===== src/design/yuv_dominant_color_counter_defines.svh =====
// ============================================================================
// Assertion macros for the YUV dominant colour counter
// Shared concurrent assertion forms, clocked on clk and held off during reset.
// ============================================================================
`ifndef YUV_DOMINANT_COLOR_COUNTER_DEFINES_SVH
`define YUV_DOMINANT_COLOR_COUNTER_DEFINES_SVH

// A condition that must hold at every clock edge out of reset.
`define YUVDC_ASSERT_ALWAYS(label, cond, msg) \
    label: assert property (@(posedge clk) disable iff (!rst_n) (cond)) \
        else $error(msg);

// A condition that must hold in the cycle after a trigger.
`define YUVDC_ASSERT_NEXT(label, ante, cons, msg) \
    label: assert property (@(posedge clk) disable iff (!rst_n) (ante) |=> (cons)) \
        else $error(msg);

`endif


===== src/design/yuvdc_pkg.sv =====
// ============================================================================
// YUV dominant colour counter package
// Shared constants, register codes and the queue word type.
// ============================================================================
package yuvdc_pkg;

    localparam int TABLE_ENTRIES_DEF = 1024;
    localparam int MAX_REPORTED_DEF  = 16;
    localparam int COUNT_WIDTH_DEF   = 22;

    // The rank field is four bits wide, so no more than sixteen are reported.
    localparam int RANK_LIMIT = 16;
    localparam int RANK_W     = 4;
    localparam int COLOR_W    = 24;
    localparam int TOPC_W     = 5;

    localparam logic [TOPC_W-1:0] TOP_COUNT_RESET = 5'd8;
    localparam logic              SKIP_RESET      = 1'b1;

    // Configuration register indexes.
    localparam logic CFG_TOP_COUNT = 1'b0;
    localparam logic CFG_SKIP      = 1'b1;

    // One word passed from the front to the back.
    typedef struct packed {
        logic [COLOR_W-1:0] color;
        logic               counted;
        logic               frame_end;
    } pix_word_t;

endpackage


===== src/design/yuvdc_front.sv =====
// ============================================================================
// YUV dominant colour counter front end
// Accepts pixel words, applies the chroma skip and converts YUV to RGB888.
// ============================================================================
module yuvdc_front
(
    input  logic                 in_valid,
    output logic                 in_stall,
    input  logic [7:0]           luma,
    input  logic [7:0]           chroma_blue,
    input  logic [7:0]           chroma_red,
    input  logic                 frame_end,
    input  logic                 skip_zero_chroma,
    input  logic                 q_full,
    output logic                 q_push,
    output yuvdc_pkg::pix_word_t q_word
);

    logic signed [21:0] ys;
    logic signed [21:0] us;
    logic signed [21:0] vs;
    logic signed [21:0] r_raw;
    logic signed [21:0] g_raw;
    logic signed [21:0] b_raw;

    // Clamp a channel to 0..262143 and keep bits 17..10.
    function automatic logic [7:0] chan8(input logic signed [21:0] x);
        logic [7:0] res;
        if (x < 22'sd0)
        begin
            res = 8'd0;
        end
        else if (x > 22'sd262143)
        begin
            res = 8'hFF;
        end
        else
        begin
            res = x[17:10];
        end
        return res;
    endfunction

    // Fixed-point colour conversion with chroma offsets removed.
    always_comb
    begin
        ys    = $signed({14'd0, luma}) * 22'sd1192;
        us    = $signed({14'd0, chroma_blue}) - 22'sd128;
        vs    = $signed({14'd0, chroma_red}) - 22'sd128;
        r_raw = ys + vs * 22'sd1634;
        g_raw = ys - vs * 22'sd833 - us * 22'sd400;
        b_raw = ys + us * 22'sd2066;
    end

    // The queue takes a word whenever it has room.
    assign in_stall          = q_full;
    assign q_push            = in_valid && !q_full;
    assign q_word.color      = {chan8(r_raw), chan8(g_raw), chan8(b_raw)};
    assign q_word.counted    = !(skip_zero_chroma && (chroma_blue == 8'd0)
                                 && (chroma_red == 8'd0));
    assign q_word.frame_end  = frame_end;

endmodule


===== config.mk =====
export PLATFORM = sky130hd
export DESIGN_NAME = yuvdc_front
export DESIGN_NICKNAME = d
export VERILOG_FILES = /design/src/design/yuv_dominant_color_counter_defines.svh /design/src/design/yuvdc_pkg.sv /design/src/design/yuvdc_front.sv
export SDC_FILE = /design/constraint.sdc
export NUM_CORES = 1
export LEC_CHECK = 0
export BUFFER_PORTS_ARGS = -buffer_cell sky130_fd_sc_hd__buf_4
export CORE_UTILIZATION = 40
export DETAILED_ROUTE_END_ITERATION = 10
export PLACE_DENSITY = 0.69
export SLEW_MARGIN = 20
export SYNTH_ARGS = -nofsm -noshare
export SYNTH_HDL_FRONTEND = slang
export SYNTH_SLANG_ARGS = --single-unit

===== constraint.sdc =====
create_clock -name vclk -period 12.55
set_input_delay 1.255 -clock vclk [all_inputs]
set_output_delay 1.255 -clock vclk [all_outputs]
set_load 0.02 [all_outputs]

Yosys cells after proc, flatten, opt, wreduce, memory -nomap -nowiden
Index checks and enable logic that the tools add are counted.

Add/sub/neg operators: 6. Multiply operators: 5. Magnitude comparators: 6. Reduce and logical (&&, ||, !) cells: 7. Muxes and demuxes: 6.

Operators by type and width (count): 22-bit by 19-bit greater-than comparator with 1-bit output (second input constant) (3); 22-bit by 1-bit less-than comparator with 1-bit output (second input constant) (3); 8-bit 2-to-1 mux (6); 9-bit by 11-bit multiplier with 20-bit output (second input constant) (2); 20-bit by 21-bit adder with 22-bit output (1); 20-bit by 22-bit adder with 22-bit output (1); 21-bit by 19-bit subtractor with 22-bit output (1); 9-bit by 12-bit multiplier with 21-bit output (second input constant) (1); 20-bit by 20-bit subtractor with 21-bit output (1); 8-bit by 8-bit subtractor with 9-bit output (second input constant) (2); 8-bit logical NOT (2); 8-bit by 8-bit multiplier with 16-bit output (second input constant) (1); 9-bit by 6-bit multiplier with 15-bit output (second input constant) (1); 1-bit logical AND (3); 1-bit logical NOT (2).

Output and inout bits: 28. Flip-flop bits (word level): 0. Word-level logic and storage cells: 30.

Logic depth before layout (Yosys ltp)
Word-level depth: 7. Mapped depth: 30.

Worst setup path before layout
Ideal clock, no wire load.

Path kind: input port to output port. From: in chroma_blue[1]. To: out q_word[10] (netlist name). Arrival time: 7.846 ns. Data required time: 11.295 ns. Cell stages on the path: 27. Setup slack: 3.449 ns. Buffers on the path: 0. Cell sequence: ha_1 fa_1 ha_1 ha_1 fa_1 a21oi_1 nor2_1 nor2_1 o21bai_1 a21oi_1 xnor2_1 ha_1 ha_1 fa_1 inv_1 fa_1 inv_1 fa_1 inv_1 ha_1 a21o_1 a21o_1 a2111o_1 a31oi_1 a21oi_1 xnor2_1 a31oi_1.

RTL lines: start, declared (line yuvdc_front.sv:10) `input logic [7:0] chroma_blue,`; end, declared (line yuvdc_front.sv:16) `output yuvdc_pkg::pix_word_t q_word`.

==> results.yml <==
synthesis:
  ys_types: 73
  yosysTopAreaCellShare_pct: 41.8
  synthTopCellsByArea: "ha_1, fa_1, inv_1"
  synth_fp_nets: 1317
  syn_area_um2: 8200
  avgSynthCellArea_um2: 8.59
  ys_seq_area_share_pct: 0
  ys_warn_count: 0
  synth_cells: 954
  yosysTopAreaCell: "ha_1"
floorplanning:
  dieArea_um2: 21100
  die_w_um: 145
  pin_count: 56
  core_area_um2: 20200
  std_cell_rows: 52
  fp.dieH_um: 145
  initial_core_util_pct: 40.6
final_layout:
  ff_latch_area_um2: 0
  finish.utilization_pct: 44.1
  num-fill-cells: 2034
  fin_nets: 1367
  numSequentialCells: 0
  area_growth_pct: 8.58
  diodes: 0
  clkbuf_count: 0
  drive_gt1_share_pct: 7.98
worst_setup_path:
  path_max_fanout: 8
  end_kind: "primary output"
  critPathMaxStageDelay_ns: 0.53
  worstPathRequired_ns: 11.30
  worst_path_max_delay_cell: "fa_1"
  setup.worst_path.class: "input port to primary output"
  critical_path_arrival_ns: 8.39
  crit_top_cell: "ha_1"
  startpoint_type: "input port"
global_route:
  grt_pass1_vias: 6421
  grt_max_degree: 20
  antenna_found_initial: 0
  overflow: 0
  grt_pass1_wl_um: 30100
  grt_usage_pct: 17.0
detailed_routing:
  wl_um: 17200
  viasPerCell: 5.05
  wire_per_inst_um: 13.5
  drc: 0
  via_count: 6419
  drtAntennaViolNets: 0
  drt_iter0_markers: 224
  drtPass1Iterations: 4
clocking:
  post_cts_resized: 0
  cts_setup_buffers: 0
  hold_buffers: 0
job:
  cap_violations: 0
min_path:
  hold_path.class: "input port to primary output"
status:
  outcome: "complete, no violations"
timing:
  finalCritPeriodShare_pct: 76.9
  tns_ns: 0
  rsz0062_at_grt: "no"
  fmax_mhz: 104
  worst_pin_slew_ns: 0.921
  finalCriticalPeriod_ns: 9.65
  finalHoldViolCount: 0
  slew_headroom_pct: 38.1
  setup_viol: 0
  drv_slew: 0
place:
  dp_hpwl_um: 15600
  routabilityCongestion: 0.840
  port_buffers: 54
[final cells by class]
cell class	count	area (µm²)	share of cell area, %
inverters	196	736	8.27
repair buffers	54	405	4.55
multi-input cells	752	7420	83.4
well taps	270	338	3.80
[critical path, delay by kind of cell]
family                     cells  cell delay (ns)
adders and majority gates     11             4.19
AOI/OAI and AO/OA              9             1.63
xor gates and xnor gates       2             0.63
buffers and inverters          5             0.48
and+or+nand+nor                2             0.20
[cell usage in the layout, fill, tap and decap left out, types with 19 or more instances in the layout]
cell type | synthesis | final
nor2_1 | 35 | 35
ha_1 | 274 | 274
buf_4 | 2 | 54
nand2_1 | 31 | 31
o21ai_0 | 28 | 28
xor2_1 | 19 | 19
fa_1 | 61 | 61
a21oi_1 | 57 | 57
xnor2_1 | 37 | 37
a21o_1 | 25 | 25
inv_1 | 196 | 196
[cells by family after synthesis]
group	Yosys count	share of synthesized area (%)
AOI/OAI and AO/OA	213	18.2
xor gates and xnor gates	57	6.18
adders and majority gates	335	56.7
buffers and inverters	202	9.46
muxes	2	0.244
and+or+nand+nor	145	9.17
[Yosys cell counts (12+ instances only)]
library cell,instances
nor3_1,13
xor2_1,19
xnor2_1,37
inv_1,196
ha_1,274
a21oi_1,57
nand2_1,31
nor2_1,35
nand3_1,13
fa_1,61
o21a_1,16
o21ai_0,28
a31oi_1,12
a21o_1,25
[layer usage]
layer,share of wire (%),vias up,global-route usage [%],wire length [µm]
met1,49,2927,22.9,8380
met4,2.6,0,3.63,448
met2,46,77,29.7,7940
li1,-,3391,-,-
met5,0,-,0,0
met3,2.6,24,0.881,449
[path summary, 6_finish.rpt]
| kind | start | cells after the start | to |
|---|---|---|---|
| setup / recovery | chroma_blue[1] | 29 | q_word[11] |
| hold / removal | frame_end | 0 | q_word[0] |
[metrics by stage]
step	hold WS (ns)	setup slack, ns	area, µm²	cells
finish	2.51	2.90	8900	1272
global placement	2.51	3.00	8900	1272
global route	2.51	2.43	8900	1272
CTS	2.51	2.90	8900	1272
floorplan	2.59	3.45	8200	954
detailed placement	2.51	2.91	8900	1272
Power is left out: the tool's default activity adds up to more than one toggle a clock period on the data nets, which glitch-free logic cannot reach.
