[config.mk]
export PLATFORM = sky130hd
export DESIGN_NAME = yuvdc_fifo
export DESIGN_NICKNAME = d
export VERILOG_FILES = /design/src/design/yuv_dominant_color_counter_defines.svh /design/src/design/yuvdc_pkg.sv /design/src/design/yuvdc_fifo.sv
export SDC_FILE = /design/constraint.sdc
export NUM_CORES = 1
export LEC_CHECK = 0
export BUFFER_PORTS_ARGS = -buffer_cell sky130_fd_sc_hd__clkbuf_2
export CELL_PAD_IN_SITES_DETAIL_PLACEMENT = 0
export CELL_PAD_IN_SITES_GLOBAL_PLACEMENT = 1
export CORE_ASPECT_RATIO = 1.25
export CORE_UTILIZATION = 38
export CTS_BUF_LIST = sky130_fd_sc_hd__clkbuf_4 sky130_fd_sc_hd__clkbuf_8 sky130_fd_sc_hd__clkbuf_16
export CTS_CLUSTER_DIAMETER = 30
export CTS_CLUSTER_SIZE = 40
export DETAILED_ROUTE_END_ITERATION = 7
export PLACE_DENSITY_LB_ADDON = 0.1
export REMOVE_ABC_BUFFERS = 1
export SETUP_SLACK_MARGIN = 0.1
export SYNTH_ARGS = -nofsm -noshare
export SYNTH_HDL_FRONTEND = slang
export SYNTH_SLANG_ARGS = --single-unit
[constraint.sdc]
create_clock -name clk -period 1.8 [get_ports clk]
set_clock_uncertainty 0.1 [all_clocks]
set_input_delay 0.18 -clock clk [delete_from_list [all_inputs] [get_ports clk]]
set_output_delay 0.18 -clock clk [all_outputs]
set_load 0.005 [all_outputs]
[src/design/yuv_dominant_color_counter_defines.svh]
// ============================================================================
// Assertion macros for the YUV dominant colour counter
// Shared concurrent assertion forms, clocked on clk and held off during reset.
// ============================================================================
`ifndef YUV_DOMINANT_COLOR_COUNTER_DEFINES_SVH
`define YUV_DOMINANT_COLOR_COUNTER_DEFINES_SVH

// A condition that must hold at every clock edge out of reset.
`define YUVDC_ASSERT_ALWAYS(label, cond, msg) \
    label: assert property (@(posedge clk) disable iff (!rst_n) (cond)) \
        else $error(msg);

// A condition that must hold in the cycle after a trigger.
`define YUVDC_ASSERT_NEXT(label, ante, cons, msg) \
    label: assert property (@(posedge clk) disable iff (!rst_n) (ante) |=> (cons)) \
        else $error(msg);

`endif

[src/design/yuvdc_pkg.sv]
// ============================================================================
// YUV dominant colour counter package
// Shared constants, register codes and the queue word type.
// ============================================================================
package yuvdc_pkg;

    localparam int TABLE_ENTRIES_DEF = 1024;
    localparam int MAX_REPORTED_DEF  = 16;
    localparam int COUNT_WIDTH_DEF   = 22;

    // The rank field is four bits wide, so no more than sixteen are reported.
    localparam int RANK_LIMIT = 16;
    localparam int RANK_W     = 4;
    localparam int COLOR_W    = 24;
    localparam int TOPC_W     = 5;

    localparam logic [TOPC_W-1:0] TOP_COUNT_RESET = 5'd8;
    localparam logic              SKIP_RESET      = 1'b1;

    // Configuration register indexes.
    localparam logic CFG_TOP_COUNT = 1'b0;
    localparam logic CFG_SKIP      = 1'b1;

    // One word passed from the front to the back.
    typedef struct packed {
        logic [COLOR_W-1:0] color;
        logic               counted;
        logic               frame_end;
    } pix_word_t;

endpackage

[src/design/yuvdc_fifo.sv]
// ============================================================================
// YUV dominant colour counter queue
// A four-word queue that decouples the front end from the table engine.
// ============================================================================
module yuvdc_fifo
(
    input  logic                 clk,
    input  logic                 rst_n,
    input  logic                 push,
    input  yuvdc_pkg::pix_word_t push_word,
    output logic                 full,
    input  logic                 pop,
    output yuvdc_pkg::pix_word_t pop_word,
    output logic                 empty
);

    yuvdc_pkg::pix_word_t mem_reg [4];
    logic [1:0] wr_reg;
    logic [1:0] wr_next;
    logic [1:0] rd_reg;
    logic [1:0] rd_next;
    logic [2:0] cnt_reg;
    logic [2:0] cnt_next;

    assign full     = (cnt_reg == 3'd4);
    assign empty    = (cnt_reg == 3'd0);
    assign pop_word = mem_reg[rd_reg];

    // Pointer and fill count update.
    always_comb
    begin
        wr_next  = push ? wr_reg + 2'd1 : wr_reg;
        rd_next  = pop ? rd_reg + 2'd1 : rd_reg;
        cnt_next = cnt_reg + {2'd0, push} - {2'd0, pop};
    end

    always_ff @(posedge clk or negedge rst_n)
    begin
        if (!rst_n)
        begin
            wr_reg  <= 2'd0;
            rd_reg  <= 2'd0;
            cnt_reg <= 3'd0;
        end
        else
        begin
            wr_reg  <= wr_next;
            rd_reg  <= rd_next;
            cnt_reg <= cnt_next;
        end
    end

    // Word storage.
    always_ff @(posedge clk)
    begin
        if (push)
        begin
            mem_reg[wr_reg] <= push_word;
        end
    end

endmodule

# After elaboration in Yosys (flattened, before gate mapping)
# Memory sizes are Yosys's and may differ from the RTL's.
# Index checks and enable logic that the tools add are counted.
[totals]
ram_bits = 104
mem_count = 1
inputBits = 30
word_cells = 12
regBits = 7
[op_classes]
muxes = 2
eq_ne = 1
add_sub_neg = 4
reduce_logical = 1
[memory_table]
columns = ["memory", "words", "width", "read_ports", "rd_clocked_by_memory_dff", "write_ports", "line", "source"]
rows = [
  ["mem_reg", 4, 26, 1, 0, 1, "yuvdc_fifo.sv:17", "yuvdc_pkg::pix_word_t mem_reg [4];"],
]
[op_table]
columns = ["op", "n"]
rows = [
  ["2-bit by 1-bit adder with 2-bit output (second input constant)", 2],
  ["3-bit by 1-bit adder with 3-bit output", 1],
  ["3-bit equality test (second input constant)", 1],
  ["3-bit zero test", 1],
  ["3-bit by 1-bit subtractor with 3-bit output", 1],
  ["1-bit two-way mux", 2],
]

# Longest topological paths before layout
# Gate-level depths: netlist (run 1).
[logic_depth]
depth_word = 2
depth_mapped = 6

# Worst setup path after synthesis (run 1)
# No wires, ideal clock.
[synth_timing]
path_kind = "register to register"
startpoint = "register wr_reg[0]"
endpoint = "memory mem_reg[0][0] (netlist bit), enable pin"
setup_time_ns = 0.385
arrival_time_ns = 1.276
stages_incl_launch_ff = 4
path_slack_ns = 0.039
path_buffers = 0
cell_sequence = "dfrtp_1 > inv_1 > ha_1 > and2_1"
[synth_rtl]
columns = ["element", "line", "source"]
rows = [
  ["from (decl)", "yuvdc_fifo.sv:18", "logic [1:0] wr_reg;"],
  ["from (signal assigned)", "yuvdc_fifo.sv:47", "wr_reg <= wr_next;"],
  ["to (decl)", "yuvdc_fifo.sv:17", ""],
]
# Straight into the memory's write port.

==> summary.txt, run 1 <==
Status
  • Status: finished with violations
  • Failing checks: negative setup slack

Synth
  • Post-synth top area cell: edfxtp_1
  • Syn Area/Cell: between 20 and 25 um^2
  • Share of the synthesized area in the top cell type: approximately 75%
  • Seq/Total Area, Yosys: about 79%
  • Yosys warnings: 0
  • Number of cells produced by synthesis: 170
  • Seq cells post-synth: 111
  • Cell area after synthesis: ~4200 um^2
  • Synth unique cells: 17
  • Top post-synthesis cells by area: edfxtp_1 75%, mux4_2 9.7%, mux4_1 5.0%, dfrtp_1 4.2%, ha_1 1.8%

Critical path
  • Worst Setup SP: rd_reg[0]
  • WP buf/inv: 2
  • Crit path max fanout: 17
  • R2r endpoint: cnt_reg[2]
  • Worst path max stage delay: ~0.53 ns
  • Reg2Reg Setup Slack: roughly 0.20 ns
  • Worst Path Arrival: 1.62 ns
  • Critical-path top delay cell: mux4_2
  • Setup crit end kind: output port
  • CP delay by family, top: multiplexers
  • Critical path data required time: roughly 1.5 ns
  • Kind of critical path: flip-flop to output port
  • Crit-path cells: buf_12 -> mux4_2 -> clkbuf_2
  • CP endpoint: pop_word[22]
  • FF-to-FF path depth: 6
  • Cell count along the critical path: 3
  • RR Startpoint: cnt_reg[0]
  • Worst Setup Start Kind: flip-flop

Placed design
  • PortBufs: between 50 and 60
  • Placer Congestion: approximately 0.63
  • Dpl hpwl: about 4800 um
  • Cells after DPL: 365

Finish
  • Most frequent cells in the layout: 104 x edfxtp_1, 57 x clkbuf_2, 28 x dlygate4sd3_1
  • Area Overhead vs Synth: 25.7%
  • Max reg flops: approximately 100
  • Most common cell after layout, fill and taps aside: edfxtp_1
  • Layout cell share with drive strength beyond 1: about two fifths
  • Layout Cells excl Fill: 410
  • Nets@finish: 310
  • Ant diodes: 0

Floorplanning
  • Core Region: between 10000 and 15000 um^2
  • Die X: ~96 um
  • I/O Pins: 58
  • Die Y: 119 um
  • Initial core utilization: between 30 and 40%
  • Total Die Area: approximately 11000 um^2
  • Core Rows: 42

STA
  • Worst slew pin tran: between 0.2 and 0.3 ns
  • Slew Viols, Final: 0
  • Final min period: 1.90 ns
  • Sum Neg Setup Slack: -1.34 ns
  • Final worst path period share: 105%
  • RSZ-0062 raised after global routing: true
  • Highest Clock Rate: 0.527 GHz
  • Worst rel slew slack: 82.2%
  • Final setup violation count: 26
  • Worst Setup Slack, final: -0.0958 ns
  • Final-report hold violation count: 0

GRT
  • Vias in the first global route: roughly 2300
  • First-pass GRT wire length: roughly 12000 um
  • Tot GR Track Use: around 15%
  • Overflow after GRT: 0
  • Largest net degree at the start of global routing: 18
  • Antenna violations before repair: 0

Power and ir drop
  • Sw Pwr: ~2.1 mW
  • Pwr per Cell Area: between 1500 and 2000 nW/um^2
  • Switching Fraction: 26.5%
  • Max IR drop VDD: between 0.8 and 0.9 mV
  • Sequential power share: between 40% and 50%
  • Internal Power: ~5.9 mW
  • Leakage: between 1.5 and 2 nW
  • Part of the power in the clock network: 25.8%
  • Comb power frac: approximately 30%

Route
  • Initial DRC Count: 85
  • Vias/cell: 4.84
  • Post-route ant nets: 0
  • DRT Pass-1 Iters: 4
  • WL/cell: between 15 and 20 um
  • DR vias: approximately 2000
  • DRC Markers: 0
  • Total wire length: about 7300 um

Worst hold path
  • Min-Delay Path Class: primary input to flip-flop
  • Hold Crit Start: pop
  • Hold depth: 3

CTS
  • Sinks on Clock Net: around 110
  • Root Driver: clkbuf_16
  • Clock Latency Late Sink: around 0.33 ns
  • Clock-pin slew on the worst setup and hold paths: approximately 0.06 ns
  • CTS tree: yes
  • Max clock buf depth: 2
  • H-tree Lvls: 3
  • Total CTS buffers: 9

Run
  • Maxcap violations: 0
cell type report:
cell class	instances	area, um^2
clock buffers	10	233
inverters	6	22.5
clock inverters	6	85.1
multi-input cells	47	776
flip-flops and latches	111	3300
repair buffers	98	688
well taps	132	165
fillers	899	5400
Yosys cell counts (all sizes together):
master,n
inv,6
edfxtp,104
mux4,26
xor2,3
nand2,2
buf,6
and3,1
and2,4
ha,6
o21ai,1
xnor2,2
dfrtp,7
nor3,1
fa,1
kinds of logic after synthesis:
group	after synthesis	share of synthesized area [%]
compound gates	1	0.119
xor+xnor	5	1.05
fa+ha+maj	7	2.27
buf+inv	12	2.12
flops	111	78.7
mux	26	14.7
simple gates	8	1.05
through the flow:
stage                     area (um^2)  utilization [%]  power (mW)  setup WS (ns)  hold WS [ns]
after global placement           4680             43.9        5.80          0.201       -0.0752
after global routing             5270             49.4        8.42         -0.161        0.0482
after floorplan                  4120                -        4.85         -0.303        -0.216
after CTS                        5270             49.4        8.08         -0.125        0.0165
final                            5270             49.4        7.96        -0.0958        0.0310
after detailed placement         4680             43.9        5.90          0.152       -0.0745
worst register-to-register path, cell delays in order, from the launching register on:
cell and delay [ns]:
dfrtp_1 0.35, inv_1 0.06, ha_1 0.27, inv_1 0.04
ha_1 0.19, fa_2 0.34, xnor2_1 0.13
how the worst min path moves through the flow:
stage | endpoint | slack, ns
floorplan | cnt_reg[0] | -0.22
global placement | cnt_reg[0] | -0.08
detailed placement | cnt_reg[1] | -0.07
CTS | rd_reg[1] | 0.02
global route | rd_reg[1] | 0.05
finish | rd_reg[1] | 0.03
routing by layer:
metal	GRT usage (%)	vias up	wire [um]
li1	-	905	-
met1	17.9	1036	3050
met2	25.0	37	3920
met3	3.32	5	245
met4	4.76	0	74
met5	0	-	0
power by group through the flow:
stage	Clock [mW]	Sequential, mW	Combinational, mW
after global placement	0	3.57	2.24
final	2.06	3.56	2.35
after detailed placement	0	3.61	2.29
after global routing	2.21	3.61	2.61
after floorplan	0	3.74	1.11
after CTS	2.12	3.56	2.40
timing repair:
action | CTS | global route
pin swaps | 0 | 1
endpoints found under the setup margin | 26 | 27
gates cloned | 0 | 0
hold buffers | 28 | 0
gates resized for setup | 7 | 5
endpoints found under the hold margin | 112 | 0
setup buffers | 1 | 0
Power figures use the tool's default switching activity.
==> inputs of run 2 (changes only) <==
CELL_PAD_IN_SITES_DETAIL_PLACEMENT = 2   (was 0)
CELL_PAD_IN_SITES_GLOBAL_PLACEMENT = 2   (was 1)
==> run 2 against run 1 <==
Compared with the run above:
- the run still ends with negative setup slack left
- cell count grew 0.49%
- largest cell class unchanged
- clock power down 7%
- non-clock buffer count is 2 higher
- clock-buffer cell count is 1 lower
- combinational power up 9.8%
- design area increased by 1.5%
- setup slack worse by 0.070 ns
- wire length increased by 18%
- sequential power about the same
==> summary.txt, run 2 (synthesis results as in run 1) <==
Status
  • Status: finished with violations
  • Failing checks: negative setup slack

Critical path
  • Setup crit end kind: output port
  • Kind of critical path: flip-flop to output port
  • Critical path data required time: 1.52 ns (about the same)
  • Worst Setup Start Kind: flip-flop
  • Worst Path Arrival: 1.69 ns (+0.07 ns)
  • Crit path max fanout: 4 (-13)

Finish
  • Most frequent cells in the layout: 104 x edfxtp_1, 57 x clkbuf_2, 27 x dlygate4sd3_1
  • Max reg flops: 104 (unchanged)
  • Ant diodes: 0 (unchanged)
  • Non-Filler Cell Area, Final: 5350 um^2 (+1.5%)
  • Layout cell share with drive strength beyond 1: 38.6% (-2.1 points)
  • Area Overhead vs Synth: 27.6%
  • Layout Cells excl Fill: 412 (+0.49%)
  • Most common cell after layout, fill and taps aside: edfxtp_1
  • Nets@finish: 312 (+0.65%)

STA
  • Final-report hold violation count: 0 (unchanged)
  • Final min period: 1.97 ns (+0.0700 ns)
  • Highest Clock Rate: 0.509 GHz (-3.6%)
  • Final worst path period share: 109% (+3.9 points)
  • WHS: 0.0110 ns (-0.0200 ns)
  • Slew Viols, Final: 0 (unchanged)
  • Worst slew pin tran: 0.270 ns (+0.00223 ns)
  • Sum Neg Setup Slack: -3.52 ns (-2.18 ns)
  • Worst Setup Slack, final: -0.166 ns (-0.0700 ns)
  • Final setup violation count: 26 (unchanged)
  • RSZ-0062 raised after global routing: true
  • Worst rel slew slack: 82.0% (-0.15 points)

Route
  • M1 wire length: 3410 um (+12%)
  • DRC Markers: 0 (unchanged)
  • Routed wl met2: 4970 um (+27%)
  • Met3 wire len: 174 um (-29%)
  • DR vias: 2017 (+1.7%)
  • Post-route ant nets: 0 (unchanged)
  • Total wire length: 8630 um (+18%)
  • DRT Pass-1 Iters: 4 (unchanged)
  • Top sig layer: met4
  • Vias/cell: 4.90 (+1.2%)
  • WL/cell: 20.9 um (+18%)
  • Initial DRC Count: 67 (-21%)

Run
  • Maxcap violations: 0 (unchanged)

Floorplanning
  • Core Region: 10700 um^2 (unchanged)
  • Initial core utilization: 39.3% (unchanged)
  • Die Y: 119 um (unchanged)
  • I/O Pins: 58 (unchanged)
  • Die X: 95.9 um (unchanged)
  • Total Die Area: 11500 um^2 (unchanged)
  • Core Rows: 42 (unchanged)

CTS
  • Clock-pin slew on the worst setup and hold paths: 0.07 ns (about the same)
  • Sinks on Clock Net: 111 (unchanged)
  • CTS tree: yes
  • Root Driver: clkbuf_16
  • Clock Latency Late Sink: 0.33 ns (about the same)
  • Total CTS buffers: 9 (unchanged)
  • Max clock buf depth: 2 (unchanged)
  • H-tree Lvls: 3 (unchanged)

Power and ir drop
  • Pwr per Cell Area: 1510 nW/um^2 (+0.11%)
  • Leakage: 1.96 nW (+2.5%)
  • Max IR drop VDD: 0.626 mV (-27%)

GRT
  • Tot GR Track Use: 16.7% (+2.1 points)
  • Antenna violations before repair: 0 (unchanged)
  • Overflow after GRT: 0 (unchanged)
  • First-pass GRT wire length: 13200 um (+11%)
  • Largest net degree at the start of global routing: 27 (+9)
  • Vias in the first global route: 2333 (+3.4%)

Placed design
  • Placer Congestion: 0.655 (+4.3%)
  • Placed cell areas: 4690 um^2 (+0.21%)
  • Cells after DPL: 363 (-0.55%)
  • PortBufs: 57 (unchanged)
  • Dpl hpwl: 5460 um (+14%)

Worst hold path
  • Min-Delay Path Class: primary input to flip-flop
==> run 2: cell types whose count changed in the layout (fill, tap and decap cells not counted), sizes merged <==
cell	previous run	this run
buf	13	15
bufinv	2	1
clkinv	3	4
clkinvlp	1	2
dlygate4sd3	28	27
==> run 2: layout make-up <==
| class | count | area, um^2 |
|---|---|---|
| clock buffers | 9 | 225 |
| repair buffers | 100 | 771 |
| well taps | 132 | 165 |
| flip-flops and latches | 111 | 3300 |
| fillers | 928 | 5320 |
| inverters | 6 | 22.5 |
| multi-input cells | 47 | 800 |
| clock inverters | 7 | 63.8 |
==> run 2: per-layer routing <==
| layer | up-vias | GRT usage [%] |
|---|---|---|
| met5 | - | 0 |
| met4 | 0 | 4.94 |
| met3 | 7 | 3.45 |
| met2 | 38 | 30.5 |
| met1 | 1058 | 19.2 |
| li1 | 914 | - |
==> run 2: what timing repair did <==
item                                    CTS  global route
gates cloned                              1             1
gates resized for setup                   4             0
endpoints found under the setup margin   26            27
hold buffers                             27             0
pin swaps                                 0             1
buffers inserted                          1             3
hold endpoints to repair                108             0
==> run 2: worst max-delay path: stages, from the launching register on <==
cell and delay [ns]:
dfrtp_2 0.44, buf_4 0.15, clkbuf_16 0.14, mux4_2 0.49
clkbuf_2 0.14
==> run 2: final timing paths <==
kind | startpoint | endpoint | slack (ns) | cells after the start
setup reg to reg | cnt_reg[0] | cnt_reg[2] | 0.17 | 6
min in group asynchronous | rst_n | cnt_reg[2] | 0.12 | 2
hold reg to reg | wr_reg[0] | wr_reg[0] | 0.46 | 1
max in group asynchronous | rst_n | rd_reg[0] | 1.28 | 2
setup / recovery | rd_reg[0] | pop_word[17] | -0.17 | 4
hold / removal | push_word[16] | mem_reg[2][16] | 0.01 | 1
==> run 2: where the power goes <==
part	leakage (nW)	internal [mW]	switching (mW)
clock network	0.139	1.07	0.853
logic	0.781	1.39	1.19
registers	1.04	3.40	0.188
==> run 2: metrics by stage <==
stage | setup WS (ns) | util [%] | power (mW)
finish | -0.166 | 50.1 | 8.09
global route | -0.220 | 50.1 | 8.53
CTS | -0.185 | 49.7 | 8.11
detailed placement | 0.160 | 43.9 | 5.98
global placement | 0.205 | 43.9 | 5.80
floorplan | -0.303 | - | 4.85
==> inputs of run 3 (changes only) <==
BUFFER_PORTS_ARGS = -buffer_cell sky130_fd_sc_hd__buf_4   (was -buffer_cell sky130_fd_sc_hd__clkbuf_2)
==> run 3 against run 2 <==
Compared with the run above:
- the flow still finishes with violations (negative setup slack)
- combinational power is 21% higher
- clock-buffer cell count stayed put
- non-clock buffer count stayed put
- via count is 1.8% higher
- sequential cell count stayed put
- setup slack worse by 0.021 ns
- critical path depth stayed put
- sequential power hardly changed
- register-to-register slack worse by 0.02 ns
- utilization is 2.4 points higher
- highest routed layer unchanged
==> summary.txt, run 3 (synthesis results as in run 1) <==
Critical path
  • Crit-path cells: buf_12 -> buf_16 -> mux4_2 -> buf_6
  • Reg2Reg Setup Slack: 0.15 ns (-0.02 ns)
  • Critical path data required time: 1.52 ns (about the same)
  • FF-to-FF path depth: 5 (-1)
  • Worst Path Arrival: 1.71 ns (+0.02 ns)
  • Kind of critical path: flip-flop to output port
  • Critical-path top delay cell: mux4_2
  • Worst path max stage delay: 0.51 ns (+0.02 ns)
  • R2r endpoint: cnt_reg[1]
  • Crit path max fanout: 8 (+4)
  • Worst Setup Start Kind: flip-flop
  • RR Startpoint: cnt_reg[0]
  • Setup crit end kind: output port

CTS
  • Clock Latency Late Sink: 0.35 ns (+0.02 ns)
  • CTS tree: yes
  • H-tree Lvls: 3 (unchanged)
  • Max clock buf depth: 2 (unchanged)
  • Clock-pin slew on the worst setup and hold paths: 0.07 ns (about the same)
  • Root Driver: clkbuf_16
  • Total CTS buffers: 9 (unchanged)
  • Sinks on Clock Net: 111 (unchanged)

STA
  • Final worst path period share: 110% (+1.2 points)
  • Worst Setup Slack, final: -0.187 ns (-0.0212 ns)
  • Highest Clock Rate: 0.503 GHz (-1.1%)
  • Final-report hold violation count: 0 (unchanged)
  • Final min period: 1.99 ns (+0.0212 ns)
  • Sum Neg Setup Slack: -3.58 ns (-0.0528 ns)
  • Worst rel slew slack: 81.9% (-0.097 points)
  • Worst slew pin tran: 0.271 ns (+0.00146 ns)
  • Slew Viols, Final: 0 (unchanged)
  • RSZ-0062 raised after global routing: true
  • Final setup violation count: 26 (unchanged)

Finish
  • Area Overhead vs Synth: 33.7%
  • Most frequent cells in the layout: 104 x edfxtp_1, 40 x buf_4, 29 x dlygate4sd3_1
  • Nets@finish: 312 (unchanged)
  • Non-Filler Cell Area, Final: 5600 um^2 (+4.8%)
  • Most common cell after layout, fill and taps aside: edfxtp_1
  • Layout cell share with drive strength beyond 1: 41.4% (+2.9 points)
  • Max reg flops: 104 (unchanged)
  • Ant diodes: 0 (unchanged)

Route
  • Initial DRC Count: 59 (-12%)
  • Post-route ant nets: 0 (unchanged)
  • DRC Markers: 0 (unchanged)
  • WL/cell: 22.5 um (+7.3%)
  • DR vias: 2053 (+1.8%)
  • Vias/cell: 4.98 (+1.8%)
  • Total wire length: 9260 um (+7.3%)
  • DRT Pass-1 Iters: 4 (unchanged)

Floorplanning
  • Core Region: 10700 um^2 (unchanged)
  • Die X: 95.9 um (unchanged)
  • Initial core utilization: 39.3% (unchanged)
  • Total Die Area: 11500 um^2 (unchanged)
  • I/O Pins: 58 (unchanged)
  • Core Rows: 42 (unchanged)
  • Die Y: 119 um (unchanged)

Placed design
  • Dpl hpwl: 5750 um (+5.3%)
  • PortBufs: 57 (unchanged)
  • Placed cell areas: 4850 um^2 (+3.4%)
  • Placer Congestion: 0.600 (-8.4%)

GRT
  • Tot GR Track Use: 18.3% (+1.6 points)
  • Largest net degree at the start of global routing: 26 (-3.7%)
  • Vias in the first global route: 2408 (+3.2%)
  • Overflow after GRT: 0 (unchanged)
  • Antenna violations before repair: 0 (unchanged)
  • First-pass GRT wire length: 14200 um (+7.7%)

Power and ir drop
  • Pwr per Cell Area: 1600 nW/um^2 (+6.0%)
  • Max IR drop VDD: 0.843 mV (+35%)
  • Pwr Total: 8.98 mW (+11%)
  • Leakage: 2.01 nW (+2.9%)

Status
  • Status: finished with violations
  • Failing checks: negative setup slack

Worst hold path
  • Min-Delay Path Class: primary input to flip-flop
  • Hold depth: 3 (+2)
  • Hold Crit Start: pop
  • Hold EP: rd_reg[1]

Run
  • Maxcap violations: 0 (unchanged)
## run 3: cell count changes in the layout (fill, tap and decap cells not counted), moves of 2 or more
cell           previous run  this run
clkbuf_2                 57         0
buf_4                     9        40
buf_6                     0        26
mux4_1                    7         0
mux4_2                   19        26
bufinv_16                 1         3
dlygate4sd3_1            27        29
## run 3: worst max path at each step
stage | start | to | slack, ns | cells after the start
floorplan | rd_reg[0] | pop_word[0] | -0.30 | 1
global placement | rd_reg[0] | pop_word[6] | 0.20 | 3
detailed placement | cnt_reg[0] | cnt_reg[2] | 0.15 | 6
CTS | rd_reg[0] | pop_word[9] | -0.21 | 4
global route | rd_reg[0] | pop_word[19] | -0.25 | 4
finish | rd_reg[0] | pop_word[19] | -0.19 | 4
## run 3: metal layers
| metal | vias up | track usage (%) | share of wire (%) |
|---|---|---|---|
| met5 | - | 0 | 0 |
| met1 | 1085 | 21.2 | 40 |
| met2 | 46 | 32.3 | 55 |
| met4 | 0 | 7.56 | 2.1 |
| li1 | 907 | - | - |
| met3 | 15 | 3.64 | 2.4 |
## run 3: stage by stage
stage	hold WS [ns]	util, %	std cells	worst slack, ns
after global routing	0.0375	52.5	412	-0.245
after global placement	-0.100	45.4	365	0.195
after floorplan	-0.216	-	164	-0.303
after detailed placement	-0.0948	45.4	365	0.146
final	0.0265	52.5	412	-0.187
after CTS	0.0216	52.4	412	-0.208
## run 3: what timing repair did
item                                    4_1_cts  5_1_grt
hold buffers                                 29        0
setup buffers                                 1        0
hold endpoints to repair                    114        0
cloned                                        1        0
pin swaps                                     0        1
endpoints found under the setup margin       27       28
gates resized for setup                      36        3
## run 3: power breakdown
group	switching [mW]	total, mW	leakage [nW]	internal (mW)
Combinational	1.30	3.12	0.813	1.82
Clock	0.899	2.25	0.163	1.35
Sequential	0.211	3.61	1.04	3.40
## run 3: layout make-up
cell class | instances | area, um^2
repair buffers | 100 | 991
flip-flops and latches | 111 | 3300
clock buffers | 9 | 225
clock inverters | 7 | 111
fillers | 906 | 5060
multi-input cells | 47 | 788
inverters | 6 | 22.5
well taps | 132 | 165
## run 3: critical path, delay by kind of cell (launching register included)
family / cells / cell delay (ns)
muxes: 1 / 0.51
DFF: 1 / 0.45
buffers and inverters: 3 / 0.39
